===== config.mk =====
export PLATFORM = sky130hd
export DESIGN_NAME = free_extent_map_allocator
export DESIGN_NICKNAME = d
export VERILOG_FILES = /design/src/sv/fema_pkg.sv /design/src/sv/fema_ram.sv /design/src/sv/free_extent_map_allocator.sv
export SDC_FILE = /design/constraint.sdc
export NUM_CORES = 2
export LEC_CHECK = 0
export BUFFER_PORTS_ARGS = -buffer_cell sky130_fd_sc_hd__buf_2
export CAP_MARGIN = 20
export CELL_PAD_IN_SITES_DETAIL_PLACEMENT = 0
export CELL_PAD_IN_SITES_GLOBAL_PLACEMENT = 2
export CORE_ASPECT_RATIO = 0.6
export CORE_MARGIN = 4
export CORE_UTILIZATION = 54
export DETAILED_ROUTE_END_ITERATION = 10
export HOLD_SLACK_MARGIN = 0.08
export PLACE_DENSITY = 0.91
export SLEW_MARGIN = 30
export SYNTH_ARGS = -nofsm -noshare
export SYNTH_HDL_FRONTEND = slang
export SYNTH_HIERARCHICAL = 1
export SYNTH_SLANG_ARGS = --single-unit

===== constraint.sdc =====
create_clock -name clock -period 18.5 [get_ports clock]
set_input_delay 0.925 -clock clock [delete_from_list [all_inputs] [get_ports clock]]
set_output_delay 0.925 -clock clock [all_outputs]
set_load 0.02 [all_outputs]

===== src/sv/fema_pkg.sv =====
package fema_pkg;

   // Sector numbers and extent lengths are 24 bits wide.
   localparam int SECTOR_W = 24;

   // Default capacity of the free-extent map.
   localparam int MAP_ENTRIES_DEF = 82;

   // Command codes carried on the request tuser bit.
   localparam logic CMD_ALLOC = 1'b0;
   localparam logic CMD_FREE  = 1'b1;

   // Response status codes carried on the response tuser bits.
   localparam logic [1:0] ST_OK       = 2'd0;
   localparam logic [1:0] ST_NO_SPACE = 2'd1;
   localparam logic [1:0] ST_MAP_FULL = 2'd2;

   // One entry of the map as it is stored in the extent memory.
   typedef struct packed {
      logic [SECTOR_W-1:0] start;
      logic [SECTOR_W-1:0] length;
   } extent_type;

endpackage


===== src/sv/fema_ram.sv =====
module fema_ram #(
   parameter int DEPTH = fema_pkg::MAP_ENTRIES_DEF,
   parameter int AW    = 7
) (
   input  logic                 clock,
   input  logic                 rd_en,
   input  logic [AW-1:0]        rd_addr,
   output fema_pkg::extent_type rd_data,
   input  logic                 wr_en,
   input  logic [AW-1:0]        wr_addr,
   input  fema_pkg::extent_type wr_data
);

   fema_pkg::extent_type mem_ff [DEPTH];
   fema_pkg::extent_type rd_data_ff;

   always_ff @(posedge clock) begin
      if (wr_en) begin
         mem_ff[wr_addr] <= wr_data;
      end
      if (rd_en) begin
         rd_data_ff <= mem_ff[rd_addr];
      end
   end

   assign rd_data = rd_data_ff;

endmodule


===== src/sv/free_extent_map_allocator.sv =====
// Channel | Direction | Handshake             | Payload
// req     | in        | req_tvalid/req_tready | tuser: cmd; tdata: start, length
// rsp     | out       | rsp_tvalid/rsp_tready | tuser: status; tdata: alloc_start
//
// One request is worked on at a time; the next request can be accepted from
// the cycle in which the previous response becomes valid. The first-fit scan
// of an allocate, and the scan of a free for its merge or insert point, read
// one entry per cycle through the single read port of the extent memory and
// stop at the entry they need; the shift that opens or closes a gap then
// moves the remaining entries one per cycle.
// Reset clears the extent count and the handshake state; the memory itself
// holds no meaningful data until written. A stalled response waits in the
// output register while the next request is accepted and processed.
module free_extent_map_allocator #(
   parameter int MAP_ENTRIES = fema_pkg::MAP_ENTRIES_DEF
) (
   input  logic        clock,
   input  logic        reset,
   input  logic        req_tvalid,
   output logic        req_tready,
   input  logic [47:0] req_tdata,  // [23:0] start_sector, [47:24] length_sectors
   input  logic [0:0]  req_tuser,  // [0] cmd
   output logic        rsp_tvalid,
   input  logic        rsp_tready,
   output logic [23:0] rsp_tdata,  // [23:0] alloc_start
   output logic [1:0]  rsp_tuser   // [1:0] status
);

   localparam int SW    = fema_pkg::SECTOR_W;
   localparam int AW    = (MAP_ENTRIES > 1) ? $clog2(MAP_ENTRIES) : 1;
   localparam int CNT_W = $clog2(MAP_ENTRIES + 1);

   // The controller walks the map in a scan pass, for some requests followed by a
   // shift pass down or up, and then hands the result to the output register.
   typedef enum logic [4:0] {
      S_IDLE = 5'b00001,
      S_SCAN = 5'b00010,
      S_SHDN = 5'b00100,
      S_SHUP = 5'b01000,
      S_DONE = 5'b10000
   } state_type;

   state_type            state_ff, state_in;
   logic                 cmd_ff, cmd_in;
   logic [SW-1:0]        s_ff, s_in;
   logic [SW-1:0]        len_ff, len_in;
   logic [CNT_W-1:0]     cnt_ff, cnt_in;
   logic [CNT_W-1:0]     rptr_ff, rptr_in;
   logic [CNT_W-1:0]     dptr_ff, dptr_in;
   logic                 dv_ff, dv_in;
   logic [CNT_W-1:0]     pos_ff, pos_in;
   logic [1:0]           st_ff, st_in;
   logic [SW-1:0]        gr_ff, gr_in;
   logic                 rsp_valid_ff, rsp_valid_in;
   logic [1:0]           rsp_status_ff, rsp_status_in;
   logic [SW-1:0]        rsp_start_ff, rsp_start_in;

   logic                 rd_en;
   logic [AW-1:0]        rd_addr;
   fema_pkg::extent_type rd_data;
   logic                 wr_en;
   logic [AW-1:0]        wr_addr;
   fema_pkg::extent_type wr_data;

   logic                 accept;
   logic                 more_rd;
   logic                 more_up;
   logic [CNT_W-1:0]     rprev;
   logic [SW:0]          ext_end;

   fema_ram #(
      .DEPTH (MAP_ENTRIES),
      .AW    (AW)
   ) u_ram (
      .clock   (clock),
      .rd_en   (rd_en),
      .rd_addr (rd_addr),
      .rd_data (rd_data),
      .wr_en   (wr_en),
      .wr_addr (wr_addr),
      .wr_data (wr_data)
   );

   assign req_tready = (state_ff == S_IDLE);
   assign accept     = req_tvalid && req_tready;
   assign more_rd    = (rptr_ff < cnt_ff);
   assign more_up    = (rptr_ff > pos_ff);
   assign rprev      = rptr_ff - 1'b1;
   // End of the entry being checked, kept one bit wider so it never wraps.
   assign ext_end    = {1'b0, rd_data.start} + {1'b0, rd_data.length};

   always_comb begin
      state_in      = state_ff;
      cmd_in        = cmd_ff;
      s_in          = s_ff;
      len_in        = len_ff;
      cnt_in        = cnt_ff;
      rptr_in       = rptr_ff;
      dptr_in       = dptr_ff;
      dv_in         = 1'b0;
      pos_in        = pos_ff;
      st_in         = st_ff;
      gr_in         = gr_ff;
      rsp_status_in = rsp_status_ff;
      rsp_start_in  = rsp_start_ff;
      rsp_valid_in  = rsp_valid_ff && !rsp_tready;
      rd_en         = 1'b0;
      rd_addr       = rptr_ff[AW-1:0];
      wr_en         = 1'b0;
      wr_addr       = dptr_ff[AW-1:0];
      wr_data       = rd_data;

      unique case (state_ff)
         S_IDLE: begin
            if (accept) begin
               cmd_in   = req_tuser[0];
               s_in     = req_tdata[23:0];
               len_in   = req_tdata[47:24];
               gr_in    = '0;
               st_in    = fema_pkg::ST_OK;
               rptr_in  = '0;
               state_in = S_SCAN;
            end
         end

         S_SCAN: begin
            // Reads run one entry ahead of the check; a read issued in the
            // cycle of a hit is simply ignored.
            if (more_rd) begin
               rd_en   = 1'b1;
               dv_in   = 1'b1;
               dptr_in = rptr_ff;
               rptr_in = rptr_ff + 1'b1;
            end
            if (dv_ff) begin
               if (cmd_ff == fema_pkg::CMD_ALLOC) begin
                  if (rd_data.length >= len_ff) begin
                     gr_in = rd_data.start;
                     dv_in = 1'b0;
                     if (rd_data.length == len_ff) begin
                        // Exact fit: close the gap by moving later entries down.
                        rptr_in  = dptr_ff + 1'b1;
                        state_in = S_SHDN;
                     end else begin
                        wr_en          = 1'b1;
                        wr_data.start  = rd_data.start + len_ff;
                        wr_data.length = rd_data.length - len_ff;
                        state_in       = S_DONE;
                     end
                  end
               end else begin
                  if (ext_end == {1'b0, s_ff}) begin
                     // Freed extent follows this one directly: grow it.
                     wr_en          = 1'b1;
                     wr_data.length = rd_data.length + len_ff;
                     dv_in          = 1'b0;
                     state_in       = S_DONE;
                  end else if (rd_data.start > s_ff) begin
                     dv_in  = 1'b0;
                     pos_in = dptr_ff;
                     if (cnt_ff >= CNT_W'(MAP_ENTRIES)) begin
                        st_in    = fema_pkg::ST_MAP_FULL;
                        state_in = S_DONE;
                     end else begin
                        rptr_in  = cnt_ff;
                        state_in = S_SHUP;
                     end
                  end
               end
            end else if (!more_rd) begin
               // Whole map scanned without a decision.
               if (cmd_ff == fema_pkg::CMD_ALLOC) begin
                  st_in    = fema_pkg::ST_NO_SPACE;
                  state_in = S_DONE;
               end else begin
                  pos_in = cnt_ff;
                  if (cnt_ff >= CNT_W'(MAP_ENTRIES)) begin
                     st_in    = fema_pkg::ST_MAP_FULL;
                     state_in = S_DONE;
                  end else begin
                     rptr_in  = cnt_ff;
                     state_in = S_SHUP;
                  end
               end
            end
         end

         S_SHDN: begin
            // Entry j+1 is read while entry j-1 is written, so the two ports
            // never meet on one address.
            if (more_rd) begin
               rd_en   = 1'b1;
               dv_in   = 1'b1;
               dptr_in = rprev;
               rptr_in = rptr_ff + 1'b1;
            end
            if (dv_ff) begin
               wr_en = 1'b1;
            end else if (!more_rd) begin
               cnt_in   = cnt_ff - 1'b1;
               state_in = S_DONE;
            end
         end

         S_SHUP: begin
            // Move entries up from the top end, then drop the new extent
            // into the opened slot.
            if (more_up) begin
               rd_en   = 1'b1;
               rd_addr = rprev[AW-1:0];
               dv_in   = 1'b1;
               dptr_in = rptr_ff;
               rptr_in = rprev;
            end
            if (dv_ff) begin
               wr_en = 1'b1;
            end else if (!more_up) begin
               wr_en          = 1'b1;
               wr_addr        = pos_ff[AW-1:0];
               wr_data.start  = s_ff;
               wr_data.length = len_ff;
               cnt_in         = cnt_ff + 1'b1;
               state_in       = S_DONE;
            end
         end

         S_DONE: begin
            if (!rsp_valid_ff || rsp_tready) begin
               rsp_valid_in  = 1'b1;
               rsp_status_in = st_ff;
               rsp_start_in  = gr_ff;
               state_in      = S_IDLE;
            end
         end

         default: begin
            state_in = S_IDLE;
         end
      endcase
   end

   always_ff @(posedge clock) begin
      if (reset) begin
         state_ff     <= S_IDLE;
         cnt_ff       <= '0;
         dv_ff        <= 1'b0;
         rsp_valid_ff <= 1'b0;
      end else begin
         state_ff     <= state_in;
         cnt_ff       <= cnt_in;
         dv_ff        <= dv_in;
         rsp_valid_ff <= rsp_valid_in;
      end
      cmd_ff        <= cmd_in;
      s_ff          <= s_in;
      len_ff        <= len_in;
      rptr_ff       <= rptr_in;
      dptr_ff       <= dptr_in;
      pos_ff        <= pos_in;
      st_ff         <= st_in;
      gr_ff         <= gr_in;
      rsp_status_ff <= rsp_status_in;
      rsp_start_ff  <= rsp_start_in;
   end

   assign rsp_tvalid = rsp_valid_ff;
   assign rsp_tuser  = rsp_status_ff;
   assign rsp_tdata  = rsp_start_ff;

endmodule


======== Word level (Yosys, flattened, before mapping) ========
Memories as Yosys holds them, arrays and structs flattened. A register that Yosys moved wholly into a read port is not among the register bits.
Index checks and enable logic that the tools add are counted.
storage, ports and cells
  memories ................................ 1
  register bits ........................... 136
  bits of input ports ..................... 53
  RAM bits ................................ 3936
memories
  name          words  width  read ports  clocked after memory_dff  write ports  RTL line        source
  u_ram.mem_ff  82     48     1           1                         1            fema_ram.sv:14  fema_pkg::extent_type mem_ff [DEPTH];
cells by class
  add/sub/neg operators ................... 9
  order comparisons ....................... 5
  equal/unequal tests ..................... 29
  muxes and demuxes ....................... 93
  reductions and logical operators ........ 20
operator list
  cell                 count
  $mux 48              5
  $mux 7               29
  $mux 24              7
  $pmux 48 s2          1
  $mux 5               15
  $add 24x24->24       2
  $pmux 24 s2          1
  $ne 2x2->1 const B   14
  $pmux 7 s4           1
  $add 24x24->25       1
  $eq 25x24->1         1
  $pmux 5 s5           1
  $eq 24x24->1         1
  $ge 24x24->1         1
  $gt 24x24->1         1
  $sub 24x24->24       1
  $add 7x1->7 const B  3
  $pmux 7 s3           1
  $mux 1               19
  $mux 2               8
  $pmux 7 s2           1
  $sub 7x1->7 const B  2
  $ne 3x3->1 const B   4
  $reduce_and 6->1     2
  other kinds (25)     34

======== Logic depth before layout (Yosys ltp) ========
  depth in word-level cells ............... 8
  gate-level depth with buffers ........... 23
  gate-level depth less buffers ........... 16

======== Cells and area by module ========
Netlist, hierarchy kept.
by module, submodules not included
  module                     area an instance (um2)  instances  cells each  seq. area each (um2)
  fema_ram                   151680.5                1          7078        119634.7
  free_extent_map_allocator  13489.2                 1          1570        3943.8

======== Worst setup path after synthesis ========
Ideal clock, no wire load.
  path type ............................... reg-to-reg
  from .................................... reg u_ram/rd_data[1] (netlist name)
  to ...................................... mem u_ram/mem_ff[0][23] in the netlist's numbering, data pin
  buffers on the path ..................... 2
  period minus slack after synthesis ...... 7.583 ns
  slack ................................... 10.917 ns
  stages on the path, launching flop included .. 16
  arrival ................................. 6.718 ns
  cells stage by stage .................... edfxtp_1 inv_1 fa_1 and2b_1 o211ai_2 a2111oi_2 o21ai_0 a311oi_1 nand4_1 a2111oi_4 nand2_2 buf_6 buf_2 nand2_1 nor3_1 a211oi_1
RTL lines
  item           RTL line
  end, declared  fema_ram.sv:14

======== Final worst setup path ========
  from .................................... reg rptr_ff[0]
  to ...................................... reg u_ram/rd_data[3] (netlist name)
on the way
  word-level cells in the longest chain between the ends .. 3
  elaborated cells on any way between the ends .. 8
  those cells by class .................... add/sub: 1; order compare: 2; mux: 5
ends and longest elaborated chain
  item                                       RTL line                                                          source
  start, declared                            free_extent_map_allocator.sv:48                                   logic [CNT_W-1:0] rptr_ff, rptr_in;
  start signal, assigned                     free_extent_map_allocator.sv:257                                  rptr_ff <= rptr_in;
  $sub 7x1->7 or $gt 7x7->1 (tied branches)  free_extent_map_allocator.sv:88, free_extent_map_allocator.sv:87
  $mux 7 *                                   --
  $mux 7 *                                   free_extent_map_allocator.sv:113                                  unique case (state_ff)
  net rd_addr[2]                             free_extent_map_allocator.sv:59                                   logic [AW-1:0] rd_addr;
The timed path passes the listed nets; every way through them passes the cells marked *.
A chain may end at the register's enable or synchronous reset.

==> flow_summary.toml <==
[critical_path]
cpMaxStageDelayCell = "buf_4"
worstPathMaxFanout = 62
critPathMaxStageDelay_ns = 0.84
path_delay_family = "buffers and inverters"
crit_buf_inv = 8
worst_ep_required_time_ns = 19.10
cp-start-kind = "register"
crit_path_cell_trace = "inv_1, ha_1, inv_1, a21o_1, a21oi_1, o21ai_0, o22a_1, and2_1, nand2_1, xnor2_2, buf_4, buf_4, buf_4, buf_4, buf_16, buf_4, mux4_2, a22o_1, a221oi_2, a31oi_1, or4_1"
crit_type = "reg2reg"
cp.arrival_ns = 10.02
crit_top_cell = "buf_4"
critical_path.endpoint_type = "register"

[timing]
setup-tns-final_ns = 0
worst_pin_slew_ns = 1.181
max_freq_mhz = 106.1
period_needed_ns = 9.425
setup_viol = 0
rsz0062_at_grt = "no"
hold_viol = 0
fin_skew_ns = 0.07180
holdWs_ns = 0.1831
relSlewSlack = 0.2058
final_max_slew_viol_count = 0
post-route-period-util = 0.5094

[yosys]
yosysMostFrequentCell = "edfxtp_1"
seq_area_frac_synth = 0.7482
synth_edf_count = 4106
synthesis.area_um2 = 165200
syn_area_per_cell_um2 = 19.10
synth-main-ff-cell = "edfxtp_1"
ys_top_cells_by_area = "edfxtp_1, mux4_2, mux2i_1"
ys_warn_count = 6
synth.distinct_cells = 93
yosys-top-cells-count = "edfxtp_1, mux2i_1, mux4_2"
syn_inst = 8648
ys_async_sr_fraction = 0
synth_top_area_frac = 0.7465
yosys_register_bits = 4120
synth_top_cell_by_area = "edfxtp_1"
synth_nets = 8845

[layout]
synthToLayoutAreaGrowth_pct = 12.00
post_route_cells_drive_above_1_share = 0.2061
final_nets = 9145

[route]
drcViolationCount = 0
wire_per_inst_um = 37.71
vias = 93673
first_iter_violations = 17321
postRouteAntennaNets = 0
firstDrtPassIters = 8
totalWireLength_um = 506600
vias_per_cell = 6.973

[clock_tree]
post_cts_buffers = 0
htree_levels = 5
cts_tree = "done"
clockBufferDepth = 4
cts_resized = 0
path_clk_slew_ns = 0.07
ctsHoldBuffers = 0
cts_root_buffer = "clkbuf_16"
clock_latency_ns = 0.93
cts_buffers = 353
clock-sinks = 4120

[floorplan]
rows = 156
top_level_ports = 81
coreArea_um2 = 302700
start_util = 0.5456
fp.dieW_um = 722.0
dieArea_um2 = 315100
die_h_um = 436.4

[power]
power_density_nw_per_um2 = 113.8
p_clk_frac = 0.351
seq_power_share = 0.492
power.internal_mw = 15.46
ir_drop_mv = 0.09349
combPwrFrac = 0.157
switching_share = 0.2656
p_switching_mw = 5.590
p_leak_nw = 59.15

[placement]
gp_congestion = 0.9634
numPortBuffers = 80
dp_hpwl_um = 295200

[grt]
overflow = 0
grt_start_max_net_pins = 136
grt_pass1_wl_um = 697800
gr-usage-all-layers = 0.3175
antenna_found_initial = 95
grt_pass1_vias = 87264

[run]
maxCapViolCount = 0

[status]
status = "completed"

[worst_hold_path]
hp-class = "in2reg"
==> stage by stage <==
stage	total power [mW]	std cells	setup slack (ns)	utilization	instance area, um^2
4_1_cts	20.94	13237	9.247	0.6080	184100
6_report	21.05	13433	9.075	0.6111	185000
5_1_grt	21.57	13272	8.895	0.6097	184600
3_3_place_gp	13.64	12576	9.034	0.5683	172000
2_1_floorplan	12.48	8648	10.92	-	165200
3_5_place_dp	13.71	12606	9.235	0.5713	172900
==> power by group through the flow <==
stage	clock network [mW]	logic [mW]	registers, mW
after global routing	7.82	3.39	10.4
after floorplan	0	1.93	10.5
final	7.39	3.30	10.4
after CTS	7.41	3.17	10.4
after global placement	0	3.07	10.6
after detailed placement	0	3.15	10.6
==> placed cells by master, fill, tap and decap left out, types with 25 or more instances in the layout <==
cell / n
mux4_2: 669
and2_1: 31
a22oi_1: 214
a221oi_2: 41
a21o_1: 52
clkbuf_1: 72
or4_1: 50
a21oi_1: 224
a211oi_1: 64
buf_2: 81
buf_6: 57
o21ai_1: 40
clkbuf_16: 359
nor2_1: 172
mux2i_1: 702
bufinv_16: 30
a31oi_1: 56
ha_1: 139
o31ai_1: 28
clkinv_2: 77
a22o_1: 48
a2111oi_2: 31
nor2b_1: 72
nor3_1: 25
nand2_1: 376
xnor2_1: 68
clkinv_1: 59
xor2_1: 38
edfxtp_1: 4106
o21ai_0: 99
nor2_4: 79
inv_1: 107
diode_2: 180
nand3_1: 180
buf_4: 243
a221oi_1: 57
==> state kept, by name, summed over array words and instances (netlist names) <==
register and flops:
cmd_ff 1, cnt_ff 7, dptr_ff 7, dv_ff 1, gr_ff 24, len_ff 24
pos_ff 7, rptr_ff 7, rsp_tdata 24, rsp_tuser 2, rsp_tvalid 1, s_ff 24
st_ff 2, state_ff 5, u_ram/mem_ff 3936, u_ram/rd_data 48
==> metal layers <==
layer / global-route usage / share of wire / routed length [um] / vias up
met1: 0.4742 / 0.38 / 190900 / 48083
met4: 0.08059 / 0.028 / 14250 / 50
met2: 0.4098 / 0.40 / 202100 / 8374
li1: - / - / - / 36311
met5: 0.005613 / 0.00067 / 339 / -
met3: 0.1622 / 0.20 / 99050 / 855
==> path summary, 6_finish.rpt <==
path | end | cells after the start | startpoint | slack [ns]
max | u_ram/rd_data[3] | 21 | rptr_ff[0] | 9.08
min | s_ff[5] | 1 | req_tdata[5] | 0.18
max reg2reg | u_ram/rd_data[3] | 21 | rptr_ff[0] | 9.08
min reg2reg | rsp_tdata[19] | 0 | gr_ff[19] | 0.42
==> final cells by class <==
type,count,area [um^2]
clock buffers,431,9254
well taps,4029,5041
repair buffers,416,3720
diodes,180,450.4
inverters,118,446.7
clock inverters,200,1852
fillers,20612,117700
multi-input cells,3939,40650
flip-flops and latches,4120,123600
==> logic make-up (layout without fill, tap and decap cells) <==
logic type,Yosys count,after routing,share of synthesized area
DFF,4120,4120,0.7482
xor gates and xnor gates,112,112,0.005939
buffers and inverters,589,1165,0.01600
and+or+nand+nor,1132,1132,0.03241
adders and majority gates,144,144,0.01114
muxes,1382,1382,0.1345
AOI/OAI and AO/OA,1169,1169,0.05181
other,0,180,0
Power figures use the tool's default switching activity.
